File: config.mk
export PLATFORM = sky130hd
export DESIGN_NAME = cpu_8bit_alu_flag_unit_top
export DESIGN_NICKNAME = d
export VERILOG_FILES = /design/src/hdl/c8alu_pkg.sv /design/src/hdl/c8alu_exec.sv /design/src/hdl/cpu_8bit_alu_flag_unit_top.sv
export SDC_FILE = /design/constraint.sdc
export NUM_CORES = 1
export LEC_CHECK = 0
export ABC_AREA = 1
export BUFFER_PORTS_ARGS = -buffer_cell sky130_fd_sc_hd__buf_2
export CORE_AREA = 2 2 145 147
export DETAILED_ROUTE_END_ITERATION = 8
export DIE_AREA = 0 0 147 149
export GPL_TIMING_DRIVEN = 0
export PLACE_DENSITY = 0.5
export SKIP_LAST_GASP = 1
export SLEW_MARGIN = 10
export SYNTH_ARGS = -nofsm -noshare
export SYNTH_HDL_FRONTEND = slang
export SYNTH_SLANG_ARGS = --single-unit
File: constraint.sdc
create_clock -name clock -period 3.5 [get_ports clock]
set_input_delay 0.35 -clock clock [delete_from_list [all_inputs] [get_ports clock]]
set_output_delay 0.35 -clock clock [all_outputs]
set_load 0.05 [all_outputs]
File: src/hdl/c8alu_pkg.sv
// Package with operation codes, flag positions and shared types of the 8-bit ALU flag unit.
package c8alu_pkg;

   localparam logic [4:0] OP_ORA     = 5'd0;
   localparam logic [4:0] OP_AND     = 5'd1;
   localparam logic [4:0] OP_ADC     = 5'd2;
   localparam logic [4:0] OP_SBC     = 5'd3;
   localparam logic [4:0] OP_BIT     = 5'd4;
   localparam logic [4:0] OP_ASL_ACC = 5'd5;
   localparam logic [4:0] OP_ASL_MEM = 5'd6;
   localparam logic [4:0] OP_INC_MEM = 5'd7;
   localparam logic [4:0] OP_DEC_MEM = 5'd8;
   localparam logic [4:0] OP_LDA     = 5'd9;
   localparam logic [4:0] OP_LDX     = 5'd10;
   localparam logic [4:0] OP_LDY     = 5'd11;
   localparam logic [4:0] OP_TAX     = 5'd12;
   localparam logic [4:0] OP_TXA     = 5'd13;
   localparam logic [4:0] OP_TAY     = 5'd14;
   localparam logic [4:0] OP_TYA     = 5'd15;
   localparam logic [4:0] OP_INX     = 5'd16;
   localparam logic [4:0] OP_DEX     = 5'd17;
   localparam logic [4:0] OP_INY     = 5'd18;
   localparam logic [4:0] OP_DEY     = 5'd19;
   localparam logic [4:0] OP_SETFLAG = 5'd20;
   localparam logic [4:0] OP_PLA     = 5'd21;
   localparam logic [4:0] OP_PLP     = 5'd22;
   localparam logic [4:0] OP_PHA     = 5'd23;
   localparam logic [4:0] OP_PHP     = 5'd24;
   localparam logic [4:0] OP_BRANCH  = 5'd25;

   localparam logic [2:0] FLAG_C = 3'd0;
   localparam logic [2:0] FLAG_Z = 3'd1;
   localparam logic [2:0] FLAG_B = 3'd4;
   localparam logic [2:0] FLAG_U = 3'd5;
   localparam logic [2:0] FLAG_V = 3'd6;
   localparam logic [2:0] FLAG_N = 3'd7;

   localparam logic [7:0] STATUS_RESET = 8'h34;
   localparam logic [7:0] FIXED_BITS   = 8'h30;

   typedef struct packed {
      logic [7:0] acc;
      logic [7:0] x;
      logic [7:0] y;
      logic [7:0] p;
   } regs_type;

   typedef struct packed {
      logic [7:0] mem_data;
      logic       mem_write;
      logic       branch_taken;
   } side_type;

endpackage

File: src/hdl/c8alu_exec.sv
// Combinational execute logic: one operation applied to A, X, Y and the status byte.
module c8alu_exec (
   input  c8alu_pkg::regs_type regs_cur,
   input  logic [4:0]          op,
   input  logic [7:0]          operand,
   input  logic [2:0]          flag_sel,
   input  logic                flag_value,
   output c8alu_pkg::regs_type regs_nxt,
   output c8alu_pkg::side_type side
);

   logic [7:0] addend;
   logic [8:0] sum;
   logic [7:0] sum_byte;

   // Update Z and N from a result byte.
   function automatic logic [7:0] with_zn(input logic [7:0] p, input logic [7:0] v);
      logic [7:0] r;
      r = p;
      r[c8alu_pkg::FLAG_Z] = (v == 8'h00);
      r[c8alu_pkg::FLAG_N] = v[7];
      return r;
   endfunction

   // SBC is ADC of the inverted operand.
   assign addend   = (op == c8alu_pkg::OP_SBC) ? ~operand : operand;
   assign sum      = {1'b0, regs_cur.acc} + {1'b0, addend}
                     + {8'h00, regs_cur.p[c8alu_pkg::FLAG_C]};
   assign sum_byte = sum[7:0];

   always_comb begin
      logic [7:0] tmp;
      regs_nxt          = regs_cur;
      side.mem_data     = 8'h00;
      side.mem_write    = 1'b0;
      side.branch_taken = 1'b0;
      tmp               = 8'h00;
      unique case (op)
         c8alu_pkg::OP_ORA: begin
            tmp          = regs_cur.acc | operand;
            regs_nxt.acc = tmp;
            regs_nxt.p   = with_zn(regs_cur.p, tmp);
         end
         c8alu_pkg::OP_AND: begin
            tmp          = regs_cur.acc & operand;
            regs_nxt.acc = tmp;
            regs_nxt.p   = with_zn(regs_cur.p, tmp);
         end
         c8alu_pkg::OP_ADC, c8alu_pkg::OP_SBC: begin
            regs_nxt.acc                  = sum_byte;
            regs_nxt.p                    = with_zn(regs_cur.p, sum_byte);
            regs_nxt.p[c8alu_pkg::FLAG_C] = sum[8];
            regs_nxt.p[c8alu_pkg::FLAG_V] = (regs_cur.acc[7] ^ sum_byte[7])
                                            & (addend[7] ^ sum_byte[7]);
         end
         c8alu_pkg::OP_BIT: begin
            regs_nxt.p[c8alu_pkg::FLAG_Z] = ((regs_cur.acc & operand) == 8'h00);
            regs_nxt.p[c8alu_pkg::FLAG_V] = operand[6];
            regs_nxt.p[c8alu_pkg::FLAG_N] = operand[7];
         end
         c8alu_pkg::OP_ASL_ACC: begin
            tmp                           = {regs_cur.acc[6:0], 1'b0};
            regs_nxt.acc                  = tmp;
            regs_nxt.p                    = with_zn(regs_cur.p, tmp);
            regs_nxt.p[c8alu_pkg::FLAG_C] = regs_cur.acc[7];
         end
         c8alu_pkg::OP_ASL_MEM: begin
            tmp                           = {operand[6:0], 1'b0};
            regs_nxt.p                    = with_zn(regs_cur.p, tmp);
            regs_nxt.p[c8alu_pkg::FLAG_C] = operand[7];
            side.mem_data                 = tmp;
            side.mem_write                = 1'b1;
         end
         c8alu_pkg::OP_INC_MEM: begin
            tmp            = operand + 8'd1;
            regs_nxt.p     = with_zn(regs_cur.p, tmp);
            side.mem_data  = tmp;
            side.mem_write = 1'b1;
         end
         c8alu_pkg::OP_DEC_MEM: begin
            tmp            = operand - 8'd1;
            regs_nxt.p     = with_zn(regs_cur.p, tmp);
            side.mem_data  = tmp;
            side.mem_write = 1'b1;
         end
         c8alu_pkg::OP_LDA, c8alu_pkg::OP_PLA: begin
            regs_nxt.acc = operand;
            regs_nxt.p   = with_zn(regs_cur.p, operand);
         end
         c8alu_pkg::OP_LDX: begin
            regs_nxt.x = operand;
            regs_nxt.p = with_zn(regs_cur.p, operand);
         end
         c8alu_pkg::OP_LDY: begin
            regs_nxt.y = operand;
            regs_nxt.p = with_zn(regs_cur.p, operand);
         end
         c8alu_pkg::OP_TAX: begin
            regs_nxt.x = regs_cur.acc;
            regs_nxt.p = with_zn(regs_cur.p, regs_cur.acc);
         end
         c8alu_pkg::OP_TXA: begin
            regs_nxt.acc = regs_cur.x;
            regs_nxt.p   = with_zn(regs_cur.p, regs_cur.x);
         end
         c8alu_pkg::OP_TAY: begin
            regs_nxt.y = regs_cur.acc;
            regs_nxt.p = with_zn(regs_cur.p, regs_cur.acc);
         end
         c8alu_pkg::OP_TYA: begin
            regs_nxt.acc = regs_cur.y;
            regs_nxt.p   = with_zn(regs_cur.p, regs_cur.y);
         end
         c8alu_pkg::OP_INX: begin
            tmp        = regs_cur.x + 8'd1;
            regs_nxt.x = tmp;
            regs_nxt.p = with_zn(regs_cur.p, tmp);
         end
         c8alu_pkg::OP_DEX: begin
            tmp        = regs_cur.x - 8'd1;
            regs_nxt.x = tmp;
            regs_nxt.p = with_zn(regs_cur.p, tmp);
         end
         c8alu_pkg::OP_INY: begin
            tmp        = regs_cur.y + 8'd1;
            regs_nxt.y = tmp;
            regs_nxt.p = with_zn(regs_cur.p, tmp);
         end
         c8alu_pkg::OP_DEY: begin
            tmp        = regs_cur.y - 8'd1;
            regs_nxt.y = tmp;
            regs_nxt.p = with_zn(regs_cur.p, tmp);
         end
         c8alu_pkg::OP_SETFLAG: begin
            // The break bit and the fixed bit cannot be written this way.
            if (flag_sel != c8alu_pkg::FLAG_B && flag_sel != c8alu_pkg::FLAG_U) begin
               regs_nxt.p[flag_sel] = flag_value;
            end
         end
         c8alu_pkg::OP_PLP: begin
            regs_nxt.p = (operand & ~c8alu_pkg::FIXED_BITS)
                         | (regs_cur.p & c8alu_pkg::FIXED_BITS);
         end
         c8alu_pkg::OP_PHA: begin
            side.mem_data  = regs_cur.acc;
            side.mem_write = 1'b1;
         end
         c8alu_pkg::OP_PHP: begin
            side.mem_data  = regs_cur.p | c8alu_pkg::FIXED_BITS;
            side.mem_write = 1'b1;
         end
         c8alu_pkg::OP_BRANCH: begin
            side.branch_taken = (regs_cur.p[flag_sel] == flag_value);
         end
         default: begin
         end
      endcase
   end

endmodule

File: src/hdl/cpu_8bit_alu_flag_unit_top.sv
// Throughput: one operation per cycle while rsp_ready does not stall the result register;
// the input register, the execute logic and the result register form a two-stage pipe,
// and the register file updates as an item leaves the input register, so the next item
// already sees the new A, X, Y and status byte.
// Reset clears both stage valids, sets A, X and Y to zero and the status byte to 0x34.
module cpu_8bit_alu_flag_unit_top (
   input  logic       clock,
   input  logic       reset,
   input  logic       req_valid,
   output logic       req_ready,
   input  logic [4:0] req_type,
   input  logic [7:0] req_operand,
   input  logic [2:0] req_flag_sel,
   input  logic       req_flag_value,
   output logic       rsp_valid,
   input  logic       rsp_ready,
   output logic [7:0] rsp_acc_out,
   output logic [7:0] rsp_x_out,
   output logic [7:0] rsp_y_out,
   output logic [7:0] rsp_status_out,
   output logic [7:0] rsp_mem_data,
   output logic       rsp_mem_write,
   output logic       rsp_branch_taken
);

   logic                in_valid_ff;
   logic [4:0]          op_ff;
   logic [7:0]          operand_ff;
   logic [2:0]          flag_sel_ff;
   logic                flag_value_ff;
   c8alu_pkg::regs_type regs_ff;
   c8alu_pkg::regs_type regs_in;
   c8alu_pkg::side_type side_in;
   c8alu_pkg::side_type side_ff;
   logic                out_valid_ff;
   logic                out_free;
   logic                advance;

   assign out_free  = !out_valid_ff || rsp_ready;
   assign advance   = in_valid_ff && out_free;
   assign req_ready = !in_valid_ff || out_free;

   c8alu_exec u_exec (
      .regs_cur   (regs_ff),
      .op         (op_ff),
      .operand    (operand_ff),
      .flag_sel   (flag_sel_ff),
      .flag_value (flag_value_ff),
      .regs_nxt   (regs_in),
      .side       (side_in)
   );

   always_ff @(posedge clock) begin
      if (reset) begin
         in_valid_ff <= 1'b0;
      end else if (req_ready) begin
         in_valid_ff <= req_valid;
      end
   end

   always_ff @(posedge clock) begin
      if (req_valid && req_ready) begin
         op_ff         <= req_type;
         operand_ff    <= req_operand;
         flag_sel_ff   <= req_flag_sel;
         flag_value_ff <= req_flag_value;
      end
   end

   always_ff @(posedge clock) begin
      if (reset) begin
         regs_ff.acc <= 8'h00;
         regs_ff.x   <= 8'h00;
         regs_ff.y   <= 8'h00;
         regs_ff.p   <= c8alu_pkg::STATUS_RESET;
      end else if (advance) begin
         regs_ff <= regs_in;
      end
   end

   always_ff @(posedge clock) begin
      if (reset) begin
         out_valid_ff <= 1'b0;
      end else if (out_free) begin
         out_valid_ff <= in_valid_ff;
      end
   end

   always_ff @(posedge clock) begin
      if (advance) begin
         side_ff <= side_in;
      end
   end

   // The result register shows the register file as it stood after its own item.
   logic [31:0] shown_ff;
   always_ff @(posedge clock) begin
      if (advance) begin
         shown_ff <= regs_in;
      end
   end

   assign rsp_valid        = out_valid_ff;
   assign rsp_acc_out      = shown_ff[31:24];
   assign rsp_x_out        = shown_ff[23:16];
   assign rsp_y_out        = shown_ff[15:8];
   assign rsp_status_out   = shown_ff[7:0];
   assign rsp_mem_data     = side_ff.mem_data;
   assign rsp_mem_write    = side_ff.mem_write;
   assign rsp_branch_taken = side_ff.branch_taken;

endmodule

* Yosys cells after proc, flatten, opt, wreduce, memory -nomap -nowiden *
Index checks and enable logic that the tools add are counted.

operators by class
  multiply operators = 0
  shift-type cells = 0
  div/mod/pow operators = 0
  reductions and logical operators = 29
  add/sub/neg operators = 8
  $lt $le $gt $ge = 2
  bitwise operators = 7
  multiplexer cells = 15
  equality and inequality tests = 28

operators by type and width
  operator             number
  $logic_not 8->1      13
  $pmux 8 s4           2
  $pmux 8 s7           1
  $eq 5x5->1 const B   10
  $pmux 9 s5           1
  $eq 5x4->1 const B   8
  $pmux 2 s18          1
  $add 8x1->8 const B  3
  $sub 8x1->8 const B  3
  $eq 5x3->1 const B   4
  $pmux 1 s17          1
  $mux 8               2
  $logic_not 7->1      2
  $eq 5x2->1 const B   2
  $add 8x8->9          1
  $add 9x1->9          1
  $and 8x8->8          1
  $bwmux 8             1
  $not 8->8            1
  $or 8x6->8           1
  $or 8x8->8           1
  $pmux 4 s2           1
  $reduce_or 2->1      4
  $ne 3x3->1 const B   2
  other kinds (15)     22

storage, ports and cells
  bits in read-only memories = 0
  word-level logic and storage cells = 103
  bits in registers = 93
  bits in writable memories = 0
  output and inout bits = 44
  bits in latches = 0
  memories = 0
  input bits = 21

* Longest topological paths before layout *
Gate-level depths: netlist of run 1.

  depth in word-level cells = 7
  gate-level depth with buffers = 20
  gate-level depth less buffers = 20

* By module *
A second synthesis of run 1 with hierarchy kept.

second synthesis, totals
  cell total of the unflattened synthesis = 977
  area total of the unflattened synthesis = 6892.9 µm²

by module, submodules not included
  module                      area an instance (µm²)  seq. area each (µm²)  times used  cells each
  c8alu_exec                  3572.2                  0.0                   1           703
  cpu_8bit_alu_flag_unit_top  3320.7                  2452.4                1           274

* Worst setup path after synthesis of run 1 *
Ideal clock, no wire load.

  path kind = register to register
  start point = register op_ff[0]
  end point = register regs_ff[1] (netlist bit)
  stages on the path, launching flop included = 20
  library setup time = 0.112 ns
  setup slack = 0.674 ns
  required time = 3.388 ns
  period minus slack after synthesis = 2.826 ns
  arrival time = 2.714 ns
  path buffers = 0
  cell sequence = edfxtp_1 > nand2_1 > nor2_2 > nand2_4 > xor2_1 > inv_1 > fa_1 > fa_1 > nand2_1 > nand2_1 > nand3_1 > nand3_1 > nand2_1 > nor2_1 > nand2_1 > nand2_1 > nor2_1 > nand4_1 > nand2_1 > inv_1

on the way
  word-level cells in the longest chain between the ends = 6
  elaborated cells on any way between the ends = 32
  those cells by class = add/sub (2); eq/ne (22); mux (2); reduce/logical (6)

RTL lines
  item                    line                                source
  from (decl)             cpu_8bit_alu_flag_unit_top.sv:27    logic [4:0] op_ff;
  from (signal assigned)  cpu_8bit_alu_flag_unit_top.sv:63    op_ff <= req_type;
  $eq 5x2->1              c8alu_exec.sv:26, c8alu_exec.sv:38
  $mux 8                  c8alu_exec.sv:26                    assign addend = (op == c8alu_pkg::OP_SBC) ? ~operand : operand;
  $add 8x8->9             c8alu_exec.sv:27                    assign sum = {1'b0, regs_cur.acc} + {1'b0, addend}
  $add 9x1->9             c8alu_exec.sv:28                    + {8'h00, regs_cur.p[c8alu_pkg::FLAG_C]};
  $logic_not 8->1         c8alu_exec.sv:20                    r[c8alu_pkg::FLAG_Z] = (v == 8'h00);
  $pmux 1 s17 *           c8alu_exec.sv:38                    unique case (op)
  to (signal assigned)    cpu_8bit_alu_flag_unit_top.sv:77    regs_ff <= regs_in;
  to (decl)               cpu_8bit_alu_flag_unit_top.sv:31    c8alu_pkg::regs_type regs_ff;

Mark *: on every way between the ends. The rest lies on a longest branch, timed or not.
A chain may end at the register's enable or synchronous reset.

==> results of run 1 <==
==> flip-flops by register name, summed over array words and instances, names as in the netlist <==
signal            count
flag_sel_ff           3
in_valid_ff           1
regs_ff              32
op_ff                 5
flag_value_ff         1
rsp_branch_taken      1
rsp_mem_data          8
rsp_valid             1
rsp_mem_write         1
shown_ff             32
operand_ff            8
==> how the worst max path moves through the flow <==
stage	end	cells after the start
after floorplan	regs_ff[1]	19
after global placement	regs_ff[1]	9
after detailed placement	shown_ff[1]	17
after CTS	shown_ff[1]	17
after global routing	regs_ff[1]	19
final	shown_ff[1]	17
==> routing by layer <==
metal | vias to the layer above | GRT usage [%] | wire length, µm
li1 | 3246 | - | -
met2 | 259 | 32.4 | 10100
met3 | 44 | 3.67 | 1560
met4 | 0 | 8.32 | 782
met1 | 3067 | 28.9 | 10500
met5 | - | 0 | 0
==> cell usage after synthesis (all sizes together) <==
library cell  instances  area share (%)
a211oi                7            0.80
a21oi                54             4.1
a221oi                2            0.27
a22oi                 4            0.46
buf                   5            0.46
clkbuf               17             1.0
clkinv                3            0.17
dfxtp                34              10
edfxtp               59              27
fa                    2            0.61
ha                   22             4.2
inv                 140             8.0
nand2               201              12
nand3                73             6.0
nand3b                1            0.11
nand4                13             1.2
nor2                113             7.0
nor3                 23             2.1
o2111ai               5            0.66
o211ai                4            0.46
o21a                  2            0.23
o21ai                75             5.7
o21bai                1            0.11
o221ai                6            0.89
o22ai                31             2.9
or2                   3            0.28
xnor2                 1            0.13
xor2                 23             3.1
==> power groups by stage <==
stage	sequential [µW]	combinational [µW]	clock, µW
5_1_grt	1320	794	1090
6_report	1310	713	1030
3_3_place_gp	1330	704	0
4_1_cts	1310	705	1060
2_1_floorplan	1410	415	0
3_5_place_dp	1330	701	0
==> final cells by class <==
class                           instances  area, µm²  share of cell area, %
Timing Repair Buffer                   65        330                   4.35
Clock inverter                          7       81.3                   1.07
Buffer                                 22        100                   1.32
Multi-Input combinational cell        666       3520                   46.3
Tap cell                              275        344                   4.54
Sequential cell                        93       2450                   32.3
Inverter                              143        537                   7.08
Clock buffer                            9        225                   2.97
==> what timing repair did <==
item,4_1_cts,5_1_grt
setup buffers,0,2
hold buffers,0,0
endpoints found under the hold margin,0,0
setup endpoints to repair,0,4
resized for setup,0,2
==> worst max-delay path, cell delays in order (launching register included) <==
cell	delay, ns
edfxtp_1	0.45
nand2_2	0.14
nor2_4	0.16
nand2_4	0.14
xor2_1	0.15
inv_1	0.07
fa_1	0.43
fa_1	0.43
nand2_1	0.10
nand2_1	0.08
nand3_1	0.09
nand3_1	0.10
nand2_1	0.08
nor2_1	0.04
nand2_1	0.12
nand2_1	0.09
nor2_1	0.18
nand3_1	0.12
==> cells by family (layout without fill, tap and decap cells) <==
| family | count (synthesis) | in the layout |
|---|---|---|
| adders and majority gates | 24 | 24 |
| xor gates and xnor gates | 24 | 24 |
| and+or+nand+nor | 427 | 427 |
| AOI/OAI and AO/OA | 191 | 191 |
| DFF | 93 | 93 |
| buffers and inverters | 165 | 246 |
==> through the flow <==
step	area [µm²]	instances
after detailed placement	7260	1262
after CTS	7560	1278
after floorplan	6590	924
after global placement	7250	1262
after global routing	7590	1280
final	7590	1280
==> run metrics, run 1 <==
maximum number of pins on one net before global-route repair=52; adder-cell share of the synthesized area=4.78%; # Max-Cap Violations=0; cts bufs inserted=9; Initial Util=32.1%; ANT nets after route=0; GR Util All Layers=between 20% and 30%; CTS tree=done; Worst Hold Endpoint=flag_sel_ff[0]; mux cell area share after synthesis=0%; CTS clk-pin slew, worst paths=0.07 ns; commonest non-fill, non-tap cells in the layout=nand2_1, inv_1, nor2_1; P_leak=0.00345 µW; Fmax=0.307 GHz; fraction of layout cells with a size suffix above 1=13.0%; Initial DRC Count=578; Psw=1050 µW; Sw Share=between 30% and 40%; first-pass GRT wire length=34,900 µm; hold path depth=1; Synth Area in XOR/XNOR=under 10%; initial antenna violation count=0; global route overflow=0; Placeable Area=20,600 µm²; Final Critical Period=3.26 ns; Cell Pwr Density=402 nW/µm²; Placer Congestion=0.936; CP Max Fanout=8; Final setup viols=0; worst setup margin=0.243 ns; Die Ht=149 µm; beginning of the worst register-to-register path=op_ff[0]; Crit path arrival time=3.36 ns; HPWL Detailed=17,600 µm; Die Area=approximately 22,000 µm²; worst reg2reg setup slack=between 0.2 and 0.25 ns; hold slack=0.159 ns; Synthesis Warnings=0; Max Clock Skew=0.0122 ns; drt wl/cell=17.9 µm; pre-CTS setup slack=0.123 ns; Vias=6,616; Die W=147 µm; CTS Buffer Depth=2; H-tree levels=3; clk root buf=clkbuf_16; hold path start=req_flag_sel[0]; clock sink count=93; largest family of logic cells by synthesized area=simple AND/OR/NAND/NOR gates; I/O pins=65; DR DRC count=0; Mapped Nets=between 900 and 1,000; peak supply drop=roughly 190 µV; endpoint of the worst register-to-register path=shown_ff[1]; worst slew pin tran=0.806 ns; Fin Setup TNS=0 ns; area grow syn2layout=15.0%; cells on worst reg2reg path=17; critical path endpoint category=flop; Power Total=3050 µW; Filler cells=2,267; Flop pwr share=between 40% and 50%; register area share after synthesis=37.2%; port bufs=63; Slew Limit Fails=0; drt total wl=22,900 µm; Simple-Gate Fraction of Synth Area=28.6%; Mapped Avg Cell Area=between 7 and 8 µm²; Slew headroom=46.3%; #FFs+latches synth=just over 90; drt via density=between 5 and 6; fin crit share=about 93%; internal power=about 2000 µW; fin nets=1,045; most common cell after layout, fill and taps aside=nand2_1; status=completed; Comb power frac=23.4%; synthesized instance count=around 920; vias in the first global route=around 6,200; Yosys cell types=between 40 and 50; synthesized area=~6600 µm²; CP Launch Type=flop; Setup crit start=op_ff[0]; WS Path Type=flop to flop; ANT cells=0; Final Hold Fails=0; clk_lat worst skew=between 0.3 and 0.4 ns; WP data required=3.60 ns; fin util=36.9%; post-synthesis compound-gate area fraction=16.7%; row cnt=53; HP Class=input port to flop; first-pass iteration count of the detailed router=5; Clock Power Share=between 30% and 40%
Note: power is estimated with default switching activity, not from simulation.
==> run 2: changes to the inputs <==
Settings changed: CORE_AREA 2 2 145 147 to 2 2 94 133, DIE_AREA 0 0 147 149 to 0 0 96 135, PLACE_DENSITY 0.5 to 0.77.
==> run 2 against run 1 <==
Effect of this change:
- count of clock-buffer cells in the layout unchanged
- utilization up 27 points
- non-clock buffer count increased by 1
- critical path type unchanged
- via count up 2.7%
- largest cell class unchanged
- clock power about the same
- cell count fell by 9.9%
==> run metrics, run 2 (same netlist as run 1, synthesis figures left out) <==
status=completed; Cell Pwr Density=414 nW/µm²; Placeable Area=11,700 µm²; largest registers=regs_ff x32, shown_ff x32; hold path start=req_operand[0]; Max Clock Skew=0.00602 ns; met1 usage=a little over two fifths; CTS clk-pin slew, worst paths=0.07 ns; cts bufs inserted=9; Crit path arrival time=around 3.4 ns; met3 Use GR=5.86%; first-pass iteration count of the detailed router=5; fin crit share=between 90% and 100%; area grow syn2layout=12.9%; clock sink count=between 90 and 100; Die Area=13,000 µm²; drt wl/cell=19.6 µm; DP Cell Count=between 1,000 and 1,500; CP Launch Type=flop; critical path endpoint category=flop; I/O pins=65; H-tree levels=3; CTS Buffer Depth=2; Die Ht=about 140 µm; beginning of the worst register-to-register path=op_ff[4]; fin nets=between 1,000 and 1,500; CP top delay family=simple AND/OR/NAND/NOR gates; Final Hold Fails=0; CP Max Fanout=8; Slew headroom=49.4%; Setup crit start=op_ff[4]; clk_lat worst skew=about 0.35 ns; Vias=6,796; Fmax=0.303 GHz; Cell Chain, Critical Path=nor2_2 -> nand2_4 -> xor2_1 -> inv_1 -> fa_1 -> fa_1 -> nand2_1 -> nand2_1 -> nand3_1 -> nand2_1 -> nand3_1 -> nor2_1 -> nand2_1 -> nand2_1 -> nor2_1 -> nand3_1; CP peak stage delay=0.52 ns; commonest non-fill, non-tap cells in the layout=nand2_1, inv_1, nor2_1; Slew Limit Fails=0; Placer Congestion=between 1 and 1.5; global route overflow=0; ANT cells=0; RSZ-0062 raised after global routing=false; # Max-Cap Violations=0; drt via density=5.89; WP data required=3.58 ns; Fin Setup TNS=0 ns; critical path buffer and inverter count=1; busiest grt layer=met2; Filler cells=1,108; peak supply drop=294 µV; GR Util All Layers=between 30% and 40%; port bufs=between 60 and 70; vias in the first global route=around 6,400; most common cell after layout, fill and taps aside=nand2_1; M2 GR Usage=between 60% and 70%; maximum number of pins on one net before global-route repair=35; clk root buf=clkbuf_16; HP Class=input port to flop; Initial DRC Count=447; non-filler cells, final=1,153; Final Critical Period=3.30 ns; WS Path Type=flop to flop; Initial Util=a little under three fifths; drt total wl=22,600 µm; CTS tree=done; first-pass GRT wire length=roughly 35,000 µm; post_cts resized=0; P_leak=between 0.003 and 0.004 µW; worst slew pin tran=0.758 ns; initial antenna violation count=0; DR DRC count=0; ANT nets after route=0; crit path max-delay cell type=edfxtp_1; row cnt=47; fraction of layout cells with a size suffix above 1=13.0%; Final setup viols=0; Die W=around 96 µm; Critical Path Most Common Cell=nand2_1; HPWL Detailed=17,600 µm
==> run 2: final timing paths <==
check,cells past startpoint,endpoint,slack [ns]
max reg2reg,16,shown_ff[1],0.20
max,16,shown_ff[1],0.20
min reg2reg,2,regs_ff[5],0.45
min,1,operand_ff[0],0.17
==> run 2: layer usage <==
metal | up-vias | share of wire [%]
met5 | - | 0
met4 | 0 | 7.2
met3 | 107 | 6.4
met2 | 324 | 49
met1 | 3109 | 37
li1 | 3256 | -
==> run 2: cell type report <==
cell class	count	area, µm²	area share (%)
multi-input combinational	666	3510	47.1
sequential	93	2450	33.0
inverter	143	537	7.21
timing repair buffer	66	350	4.71
clock buffer	9	225	3.03
tap	147	184	2.47
buffer	22	97.6	1.31
clock inverter	7	87.6	1.18
==> run 2: power by group <==
part / switching [µW] / internal [µW]
Sequential: 63.5 / 1240
Combinational: 522 / 197
Clock: 481 / 572
==> run 2: timing repair <==
action                                  4_1_cts  5_1_grt
hold buffers                                  0        0
endpoints found under the setup margin        0        2
buffers inserted                              0        2
==> run 2: metrics by stage <==
stage / hold WS, ns / setup WS [ns] / util [%] / cell area, µm² / power [µW]
after CTS: 0.164 / 0.117 / 63.5 / 7430 / 3070
after global placement: 0.427 / 0.144 / 60.6 / 7090 / 2020
after detailed placement: 0.441 / 0.141 / 60.8 / 7110 / 2030
after global routing: 0.157 / 0.0130 / 63.6 / 7440 / 3210
after floorplan: 0.415 / 0.674 / - / 6590 / 1830
final: 0.170 / 0.202 / 63.6 / 7440 / 3080
==> run 3: changes to the inputs <==
Settings changed: CORE_AREA 2 2 94 133 to 2 2 115 161, DIE_AREA 0 0 96 135 to 0 0 117 163, PLACE_DENSITY 0.77 to 0.56.
==> run 3 against run 2 <==
Effect of this change:
- sequential share of layout area shrank 0.36 points
- cell count increased by 7.9%
- critical path depth unchanged
- sequential power about the same
- via count is 1.8% lower
- count of clock-buffer cells in the layout is the same
- utilization fell by 21 points
- clock skew grew 0.0015 ns
- critical endpoint unchanged
- largest power group unchanged
==> run metrics, run 3 (same netlist as run 1, synthesis figures left out) <==
hold slack=roughly 0.16 ns; DR DRC count=0; fraction of layout cells with a size suffix above 1=12.7%; hold path depth=1; Die Ht=163 µm; commonest non-fill, non-tap cells in the layout=nand2_1, inv_1, nor2_1; first-pass GRT wire length=35,600 µm; CTS tree=done; Die Area=around 19,000 µm²; H-tree levels=3; Cell Chain, Critical Path=nor2_2 -> nand2_4 -> xor2_1 -> inv_1 -> fa_1 -> fa_1 -> nand2_1 -> nand2_1 -> nand3_1 -> nand2_1 -> nand3_1 -> nor2_1 -> nand2_1 -> nand2_1 -> nor2_1 -> nand3_1; CP peak stage delay=between 0.5 and 0.6 ns; vias in the first global route=6,327; global route overflow=0; maximum number of pins on one net before global-route repair=52; pre-CTS setup slack=0.204 ns; Initial Util=37.1%; CTS clk-pin slew, worst paths=around 0.070 ns; peak supply drop=207 µV; clk_lat worst skew=0.36 ns; CP Launch Type=flop; GR Util All Layers=25.3%; fin nets=roughly 1,000; WP data required=3.58 ns; Slew headroom=43.4%; critical path buffer and inverter count=1; drt total wl=roughly 23,000 µm; post-layout instance area=around 7500 µm²; cts bufs inserted=9; Slew Limit Fails=0; post_cts resized=0; Critical Path Most Common Cell=nand2_1; worst setup margin=0.284 ns; CP top delay family=simple AND/OR/NAND/NOR gates; WS Path Type=flop to flop; Die W=117 µm; ANT nets after route=0; Crit path arrival time=roughly 3.3 ns; Max Clock Skew=0.00749 ns; critical path endpoint category=flop; Cell Area, Placed=roughly 7200 µm²; Filler cells=between 1,500 and 2,000; first-pass iteration count of the detailed router=6; clock sink count=93; Crit path depth=16; port bufs=63; RSZ-0062 raised after global routing=false; clk root buf=clkbuf_16; HP Class=input port to flop; Final setup viols=0; drt via density=about 5.4; Cell Pwr Density=409 nW/µm²; cells on worst reg2reg path=16; crit path max-delay cell type=edfxtp_1; CTS Buffer Depth=2; Final Hold Fails=0; Placeable Area=17,800 µm²; P_leak=between 0.003 and 0.004 µW; Multi-input gate area=~3500 µm²; most common cell after layout, fill and taps aside=nand2_1; Initial DRC Count=545; initial antenna violation count=0; CP Max Fanout=8; Seq. cell area=2450 µm²; row cnt=58; Placer Congestion=1.03; area grow syn2layout=14.1%; Final Critical Period=approximately 3.2 ns; Fmax=0.311 GHz; # Max-Cap Violations=0; ANT cells=0; worst slew pin tran=0.848 ns; Vias=6,677; HPWL Detailed=18,100 µm; largest registers=regs_ff x32, shown_ff x32; I/O pins=65; status=completed; fin crit share=91.9%; drt wl/cell=18.8 µm
[run 3: cell type report]
| class | count | share of cell area [%] |
|---|---|---|
| clock buffer | 9 | 2.99 |
| sequential | 93 | 32.6 |
| tap | 240 | 3.99 |
| inverter | 143 | 7.13 |
| buffer | 22 | 1.33 |
| timing repair buffer | 64 | 4.29 |
| multi-input combinational | 666 | 46.6 |
| clock inverter | 7 | 1.05 |
[run 3: stage by stage]
stage	power [µW]	util (%)	cells	TNS, ns
3_5_place_dp	2040	40.6	1227	0
6_report	3080	42.3	1244	0
2_1_floorplan	1830	-	924	0
3_3_place_gp	2040	40.5	1227	-0.0914
5_1_grt	3220	42.3	1244	0
4_1_cts	3090	42.3	1243	0
[run 3: layer usage]
| metal | vias to the layer above | global-route usage (%) | wire length [µm] | share of wire [%] |
|---|---|---|---|---|
| met5 | - | 0 | 0 | 0 |
| li1 | 3257 | - | - | - |
| met3 | 68 | 4.24 | 1270 | 5.4 |
| met1 | 3101 | 29.1 | 8990 | 38 |
| met4 | 0 | 15.9 | 1440 | 6.1 |
| met2 | 251 | 42.8 | 11700 | 50 |
[run 3: timing repair]
| action | CTS | global route |
|---|---|---|
| setup buffers | 0 | 1 |
| endpoints found under the setup margin | 0 | 2 |
| hold buffers | 0 | 0 |
[run 3: final timing paths]
path                          to  slack [ns]       startpoint
setup / recovery     shown_ff[1]        0.28         op_ff[4]
hold / removal    flag_sel_ff[1]        0.16  req_flag_sel[1]
setup reg to reg     shown_ff[1]        0.28         op_ff[4]
hold reg to reg       regs_ff[5]        0.45       regs_ff[5]
[run 3: report_power, final]
part           internal, µW  switching [µW]  total (µW)
logic                   194             525         718
clock network           564             488        1050
registers              1240            62.4        1310
